$ cat config.mk
export PLATFORM = sky130hd
export DESIGN_NAME = fourteen_bit_text_encoder
export DESIGN_NICKNAME = d
export VERILOG_FILES = /design/src/design/fbte_pkg.sv /design/src/design/fbte_queue.sv /design/src/design/fbte_front.sv /design/src/design/fbte_back.sv /design/src/design/fourteen_bit_text_encoder.sv
export SDC_FILE = /design/constraint.sdc
export NUM_CORES = 1
export LEC_CHECK = 0
export ABC_AREA = 1
export ABC_CLOCK_PERIOD_IN_PS = 5200
export BUFFER_PORTS_ARGS = -buffer_cell sky130_fd_sc_hd__buf_2
export CORE_MARGIN = 2
export CORE_UTILIZATION = 35
export CTS_BUF_LIST = sky130_fd_sc_hd__clkbuf_4 sky130_fd_sc_hd__clkbuf_8 sky130_fd_sc_hd__clkbuf_16
export CTS_CLUSTER_DIAMETER = 80
export DETAILED_ROUTE_END_ITERATION = 6
export SLEW_MARGIN = 20
export SYNTH_ARGS = -nofsm -noshare
export SYNTH_HDL_FRONTEND = slang
export SYNTH_SLANG_ARGS = --single-unit
$ cat constraint.sdc
create_clock -name clk_i -period 5.2 [get_ports clk_i]
set_input_delay 0.78 -clock clk_i [delete_from_list [all_inputs] [get_ports clk_i]]
set_output_delay 0.78 -clock clk_i [all_outputs]
set_load 0.05 [all_outputs]
$ cat src/design/fbte_pkg.sv
// types and constants of the fourteen-bit text encoder
// used by the queue, front, back and top modules; no dependencies
package fbte_pkg;

  localparam logic [15:0] UnitBase   = 16'h4E00;
  localparam logic [15:0] MarkBase   = 16'h3D00;
  localparam logic [2:0]  GroupBytes = 3'd7;
  localparam int          QueueDepth = 2;

  // one group of work handed from the front to the back
  typedef struct packed {
    logic [55:0] group;      // 56 bits, oldest byte in the top bits, zero padded
    logic        four_units; // 1: four code units, 0: two
    logic        mark;       // a marker unit follows the code units
    logic        last;       // group closes the stream
    logic [2:0]  cnt;        // bytes in the group
  } job_t;

endpackage

$ cat src/design/fbte_queue.sv
// small queue of jobs between the front and the back
// depends on fbte_pkg
module fbte_queue (
  input  logic          clk_i,
  input  logic          rst_ni,
  input  logic          push_i,
  input  fbte_pkg::job_t push_job_i,
  output logic          full_o,
  input  logic          pop_i,
  output logic          valid_o,
  output fbte_pkg::job_t pop_job_o
);
  import fbte_pkg::*;

  localparam int PtrW = (QueueDepth > 1) ? $clog2(QueueDepth) : 1;
  localparam int CntW = $clog2(QueueDepth + 1);

  job_t            mem_q [QueueDepth];
  logic [PtrW-1:0] wr_ptr_q, wr_ptr_d;
  logic [PtrW-1:0] rd_ptr_q, rd_ptr_d;
  logic [CntW-1:0] cnt_q, cnt_d;
  logic            do_push, do_pop;

  assign full_o    = (cnt_q == CntW'(QueueDepth));
  assign valid_o   = (cnt_q != '0);
  assign pop_job_o = mem_q[rd_ptr_q];
  assign do_push   = push_i && !full_o;
  assign do_pop    = pop_i && valid_o;

  always_comb begin
    wr_ptr_d = wr_ptr_q;
    rd_ptr_d = rd_ptr_q;
    cnt_d    = cnt_q;
    if (do_push) begin
      wr_ptr_d = (wr_ptr_q == PtrW'(QueueDepth - 1)) ? '0 : wr_ptr_q + 1'b1;
    end
    if (do_pop) begin
      rd_ptr_d = (rd_ptr_q == PtrW'(QueueDepth - 1)) ? '0 : rd_ptr_q + 1'b1;
    end
    if (do_push && !do_pop) begin
      cnt_d = cnt_q + 1'b1;
    end else if (do_pop && !do_push) begin
      cnt_d = cnt_q - 1'b1;
    end
  end

  always_ff @(posedge clk_i or negedge rst_ni) begin
    if (!rst_ni) begin
      wr_ptr_q <= '0;
      rd_ptr_q <= '0;
      cnt_q    <= '0;
    end else begin
      wr_ptr_q <= wr_ptr_d;
      rd_ptr_q <= rd_ptr_d;
      cnt_q    <= cnt_d;
    end
  end

  always_ff @(posedge clk_i) begin
    if (do_push) begin
      mem_q[wr_ptr_q] <= push_job_i;
    end
  end

endmodule

$ cat src/design/fbte_front.sv
// front of the encoder: gathers bytes into 56-bit groups and queues jobs
// depends on fbte_pkg
module fbte_front (
  input  logic           clk_i,
  input  logic           rst_ni,
  input  logic           in_valid_i,
  output logic           in_ready_o,
  input  logic [7:0]     in_byte_i,
  input  logic           in_eos_i,
  input  logic           q_full_i,
  output logic           push_o,
  output fbte_pkg::job_t job_o
);
  import fbte_pkg::*;

  logic [47:0] held_q, held_d;
  logic [2:0]  cnt_q, cnt_d;
  logic [2:0]  cnt_next;
  logic [55:0] acc;
  logic [55:0] padded;
  logic        accept;
  logic        full_group;

  assign in_ready_o = !q_full_i;
  assign accept     = in_valid_i && !q_full_i;
  assign cnt_next   = cnt_q + 3'd1;
  assign acc        = {held_q, in_byte_i};
  assign full_group = (cnt_next == GroupBytes);
  assign push_o     = accept && (full_group || in_eos_i);

  // left-align the leftover bytes, zero fill below
  always_comb begin
    case (cnt_next)
      3'd1:    padded = {acc[7:0],  48'd0};
      3'd2:    padded = {acc[15:0], 40'd0};
      3'd3:    padded = {acc[23:0], 32'd0};
      3'd4:    padded = {acc[31:0], 24'd0};
      3'd5:    padded = {acc[39:0], 16'd0};
      3'd6:    padded = {acc[47:0], 8'd0};
      default: padded = acc;
    endcase
  end

  always_comb begin
    job_o.group      = full_group ? acc : padded;
    job_o.four_units = (cnt_next >= 3'd4);
    job_o.mark       = !full_group;
    job_o.last       = in_eos_i;
    job_o.cnt        = cnt_next;
  end

  always_comb begin
    held_d = held_q;
    cnt_d  = cnt_q;
    if (accept) begin
      if (push_o) begin
        held_d = '0;
        cnt_d  = '0;
      end else begin
        held_d = acc[47:0];
        cnt_d  = cnt_next;
      end
    end
  end

  always_ff @(posedge clk_i or negedge rst_ni) begin
    if (!rst_ni) begin
      held_q <= '0;
      cnt_q  <= '0;
    end else begin
      held_q <= held_d;
      cnt_q  <= cnt_d;
    end
  end

endmodule

$ cat src/design/fbte_back.sv
// back of the encoder: turns queued jobs into code units, one per cycle unless the receiver stalls
// depends on fbte_pkg
module fbte_back (
  input  logic           clk_i,
  input  logic           rst_ni,
  input  logic           q_valid_i,
  input  fbte_pkg::job_t q_job_i,
  output logic           pop_o,
  output logic           out_valid_o,
  input  logic           out_ready_i,
  output logic [15:0]    out_unit_o,
  output logic           out_last_o
);
  import fbte_pkg::*;

  job_t        job_q;
  logic        job_vld_q, job_vld_d;
  logic [2:0]  idx_q, idx_d;
  logic        out_vld_q, out_vld_d;
  logic [15:0] out_unit_q;
  logic        out_last_q;

  logic [2:0]  nunits;
  logic        is_val;
  logic [13:0] val;
  logic [15:0] unit;
  logic        final_unit;
  logic        unit_last;
  logic        out_free;
  logic        advance;

  assign nunits   = job_q.four_units ? 3'd4 : 3'd2;
  assign is_val   = (idx_q < nunits);
  assign out_free = !out_vld_q || out_ready_i;
  assign advance  = job_vld_q && out_free;

  // 14-bit slices, most significant first
  always_comb begin
    case (idx_q[1:0])
      2'd0:    val = job_q.group[55:42];
      2'd1:    val = job_q.group[41:28];
      2'd2:    val = job_q.group[27:14];
      default: val = job_q.group[13:0];
    endcase
  end

  always_comb begin
    if (is_val) begin
      unit       = UnitBase + {2'b00, val};
      final_unit = (idx_q == nunits - 3'd1) && !job_q.mark;
      unit_last  = final_unit && job_q.last;
    end else begin
      unit       = MarkBase + {13'd0, job_q.cnt};
      final_unit = 1'b1;
      unit_last  = 1'b1;
    end
  end

  assign pop_o = q_valid_i && (!job_vld_q || (advance && final_unit));

  always_comb begin
    job_vld_d = job_vld_q;
    idx_d     = idx_q;
    if (pop_o) begin
      job_vld_d = 1'b1;
      idx_d     = '0;
    end else if (advance) begin
      if (final_unit) begin
        job_vld_d = 1'b0;
      end else begin
        idx_d = idx_q + 3'd1;
      end
    end
  end

  always_comb begin
    out_vld_d = out_vld_q;
    if (advance) begin
      out_vld_d = 1'b1;
    end else if (out_ready_i) begin
      out_vld_d = 1'b0;
    end
  end

  always_ff @(posedge clk_i or negedge rst_ni) begin
    if (!rst_ni) begin
      job_vld_q <= 1'b0;
      idx_q     <= '0;
      out_vld_q <= 1'b0;
    end else begin
      job_vld_q <= job_vld_d;
      idx_q     <= idx_d;
      out_vld_q <= out_vld_d;
    end
  end

  always_ff @(posedge clk_i) begin
    if (pop_o) begin
      job_q <= q_job_i;
    end
    if (advance) begin
      out_unit_q <= unit;
      out_last_q <= unit_last;
    end
  end

  assign out_valid_o = out_vld_q;
  assign out_unit_o  = out_unit_q;
  assign out_last_o  = out_last_q;

endmodule

$ cat src/design/fourteen_bit_text_encoder.sv
// fourteen-bit text encoder: byte stream in, 16-bit code units out
// depends on fbte_pkg, fbte_front, fbte_queue and fbte_back
//
// usage:
//   s_axis carries one byte per item, tlast marks the final byte of a stream.
//   m_axis carries one 16-bit code unit per item, tlast marks the stream's
//   final unit. every seventh byte yields four units 0x4E00 + 14-bit slice;
//   a stream ending with 1..6 leftover bytes yields two (1..3) or four (4..6)
//   padded units and then the marker 0x3D00 + leftover count.
//   the first unit of a group passes the job queue, the job register and
//   the output register; further units follow one per cycle unless stalled.
//   throughput: one byte per cycle when each stream runs past a few groups
//   and the receiver does not stall; the back end emits one unit per cycle,
//   so a job of up to five units keeps the back end busy while they drain
//   and short streams may fill the two-entry job queue and stall the input.
//   reset clears the held bytes, the queue count and the output valid flag.
//   when the receiver stalls the output unit holds; the queue fills and
//   then s_axis_tready_o drops until units drain.
module fourteen_bit_text_encoder (
  input  logic        clk_i,
  input  logic        rst_ni,
  input  logic        s_axis_tvalid_i,
  output logic        s_axis_tready_o,
  input  logic [7:0]  s_axis_tdata_i,   // [7:0] data_byte
  input  logic        s_axis_tlast_i,   // end_of_stream
  output logic        m_axis_tvalid_o,
  input  logic        m_axis_tready_i,
  output logic [15:0] m_axis_tdata_o,   // [15:0] code_unit
  output logic        m_axis_tlast_o    // last_unit
);
  import fbte_pkg::*;

  job_t push_job;
  job_t pop_job;
  logic push;
  logic full;
  logic q_valid;
  logic pop;

  fbte_front u_front (
    .clk_i      (clk_i),
    .rst_ni     (rst_ni),
    .in_valid_i (s_axis_tvalid_i),
    .in_ready_o (s_axis_tready_o),
    .in_byte_i  (s_axis_tdata_i),
    .in_eos_i   (s_axis_tlast_i),
    .q_full_i   (full),
    .push_o     (push),
    .job_o      (push_job)
  );

  fbte_queue u_queue (
    .clk_i      (clk_i),
    .rst_ni     (rst_ni),
    .push_i     (push),
    .push_job_i (push_job),
    .full_o     (full),
    .pop_i      (pop),
    .valid_o    (q_valid),
    .pop_job_o  (pop_job)
  );

  fbte_back u_back (
    .clk_i       (clk_i),
    .rst_ni      (rst_ni),
    .q_valid_i   (q_valid),
    .q_job_i     (pop_job),
    .pop_o       (pop),
    .out_valid_o (m_axis_tvalid_o),
    .out_ready_i (m_axis_tready_i),
    .out_unit_o  (m_axis_tdata_o),
    .out_last_o  (m_axis_tlast_o)
  );

endmodule

==> metrics <==
clk slew on worst S/H paths=0.06 ns; core area=about 31000 um^2; Fin Hold WS=0.4173 ns; TritonCTS Buffers=27; RSZ-0062 raised after global routing=no; Boundary Pins=32; Hold Fails Final Rpt=0; Distinct cells, synth=32; Pint=around 5.5 mW; sequential share of the synthesized area=about 68%; worst-skew pair later-pin latency=between 0.5 and 0.6 ns; Clk pwr share=23.1%; R2R depth=8; Slew Limit Fails=0; most frequent cells in the layout=nand2_1, edfxtp_1, o22ai_1; pin count of the biggest net entering global routing=64; Hold WC Path Type=in2async; 1st-iter DRT viols=approximately 700; Sw Ratio=between 30% and 40%; WS Path Type=reg2reg; Yosys warnings=0; Clock Path Buffers=3; post-CTS sizing=0; Final ANT Viol Nets=0; Synth area leader=edfxtp_1; clk root buf=clkbuf_16; global-route wire length before repair=about 37000 um; Post-Synthesis Cell Area=about 11000 um^2; critical path capture point type=flop; Reg power frac=about two fifths; run status=complete, no violations; ant diodes=0; Initial Util=between 30% and 40%; hpwl dp=around 16000 um; minimum clock period after layout=~3.2 ns; Crit path max-delay family=simple AND/OR/NAND/NOR gates; Vias=between 7000 and 8000; drt total wl=roughly 24000 um; Final Total Pwr=about 8.9 mW; PortBufs=31; worst vdd ir=approximately 0.39 mV; hold buffers post-CTS=0; P_leak=4.895 nW; Final setup viols=0; critical path's most frequent cell=nor2_1; top cells by area, synth=edfxtp_1, dfrtp_1, nand2_1; total negative slack=0 ns; Final #Nets=1056; htree depth=1; layout cells sized above 1=between 9 and 10%; critical path depth=8; clk sinks=260; CTS tree=done; Post-CTS Repair Setup Buffers=0; Worst R2R Setup Slack=a little over 2 ns; Post-Syn Instances=roughly 1000; Peak Freq=around 0.31 GHz; logic gate share of total power=a little under two fifths; Worst Clk Skew=0.01075 ns; vias in the first global route=roughly 6500; Die X=about 180 um; Critical Path AT=roughly 3.4 ns; die height=about 180 um; Final Util=between 30% and 40%; fin crit share=between 60% and 70%; Total GRT Usage=14.28%; worst slew pin tran=between 1 and 1.5 ns; drt drc=0; Psw=around 3.4 mW; worst path required time=between 5 and 6 ns; vias per inst=between 4 and 5; slowest CP cell=nor2_4; syn nets=1039; syn_area_per_cell=around 11 um^2; leading cell type in the layout, fill and taps excluded=nand2_1; initial antenna violation count=0; worst path cell trace=ha_1 -> ha_1 -> nor2_1 -> nor2_1 -> nor2_1 -> inv_1 -> nor2_4 -> buf_4; Crit path largest cell delay=about 0.57 ns; Die ar.=approximately 33000 um^2; Yosys reg bits=260; GPL Wtd Cong=around 0.78; router iterations before antenna repair=6; crit path launch type=flop; Setup crit end=u_queue.mem_q[0][47]; normalized max-slew margin=roughly 28%; max_cap viols=0; Critical path origin=u_front.cnt_q[0]; pwr dens=approximately 710 nW/um^2; Placed Area=approximately 12000 um^2; fin area=12530 um^2; grt ovf=0; Area growth syn-to-layout=13.09%; row count=65; routed length per placed instance=16.41 um; reg2reg end=u_queue.mem_q[0][47]; top cell type's share of synthesized area=a little over half; WP buf/inv=2; Reg2Reg Launch Point=u_front.cnt_q[0]; Max FO, Critical Path=37
[power by group through the flow]
stage	clock (mW)	sequential, mW	combinational, mW
after CTS	2.10	3.57	3.30
after global routing	2.18	3.62	3.66
final	2.06	3.56	3.30
after floorplan	0	3.83	2.14
after detailed placement	0	3.61	3.29
after global placement	0	3.59	3.24
[worst register-to-register path, stage by stage (launching register included)]
cell and delay (ns):
dfrtp_1 0.43, ha_1 0.24, ha_1 0.36, nor2_1 0.20
nor2_1 0.09, nor2_1 0.20, inv_1 0.15, nor2_4 0.57
buf_4 0.56
[flip-flops by register name, indices dropped and copies added, names as in the netlist]
signal,count
u_queue.mem_q,122
u_back.job_vld_q,1
u_front.cnt_q,3
u_back.job_q,61
u_front.held_q,48
u_queue.cnt_q,2
u_back.out_last_o,1
u_back.idx_q,3
u_queue.rd_ptr_q,1
u_queue.wr_ptr_q,1
u_back.out_valid_o,1
u_back.out_unit_o,16
[metal layers]
metal  routed length, um  up-vias  share of wire, %  track usage, %
met5                   0        -                 0               0
li1                    -     3570                 -               -
met3                1323       28               5.6           2.046
met4                 418        0               1.8           3.581
met2               10740      216                45           21.87
met1               11350     3412                48           21.41
[worst min-delay path by stage]
stage / start / end / slack (ns) / depth (start not counted)
after floorplan: u_back.job_vld_q / u_back.job_vld_q / 0.46 / 2
after global placement: u_back.job_vld_q / u_back.job_vld_q / 0.48 / 2
after detailed placement: u_back.job_vld_q / u_back.job_vld_q / 0.48 / 2
after CTS: rst_ni / u_front.cnt_q[2] / 0.44 / 2
after global routing: s_axis_tlast_i / u_queue.mem_q[1][3] / 0.44 / 1
final: rst_ni / u_front.cnt_q[0] / 0.42 / 2
[through the flow]
| step | setup WS, ns | cells |
|---|---|---|
| after floorplan | 0.7302 | 1012 |
| after global placement | 2.078 | 1402 |
| after detailed placement | 1.994 | 1402 |
| after CTS | 1.973 | 1452 |
| after global routing | 1.767 | 1452 |
| final | 2.018 | 1452 |
[area by class of cell]
type,count,area [um^2]
fillers,2996,18860
clock inverters,19,246.5
repair buffers,40,222.7
well taps,402,503.0
multi-input cells,614,3000
clock buffers,31,724.4
flip-flops and latches,260,7508
inverters,86,325.3
[cell usage after synthesis]
library cell  count
a21oi_1          29
a21oi_2           1
a22oi_1          16
a31oi_1           7
buf_1             1
buf_2            30
buf_4             2
buf_6             3
clkbuf_1         16
dfrtp_1          60
edfxtp_1        200
ha_1             14
inv_1            81
inv_2             4
inv_4             1
nand2_1         278
nand2_2           2
nand3_1          18
nand4_1           1
nor2_1           77
nor3_1           11
o211ai_1          1
o21a_1            1
o21ai_0          28
o21ai_1           1
o21ai_2           3
o21bai_1          1
o221ai_1          6
o22ai_1         114
or2_1             1
or2_2             2
xnor2_1           2
[kinds of logic after synthesis]
| kind of cell | after synthesis | share of synthesized area [%] |
|---|---|---|
| buffers and inverters | 138 | 5.307 |
| adder cells (fa/ha/maj) | 14 | 1.581 |
| flip-flops | 260 | 67.75 |
| XOR/XNOR | 2 | 0.1581 |
| AND/OR/NAND/NOR | 390 | 13.67 |
| AO/OA/AOI/OAI | 208 | 11.53 |
(Power assumes the default switching activity.)
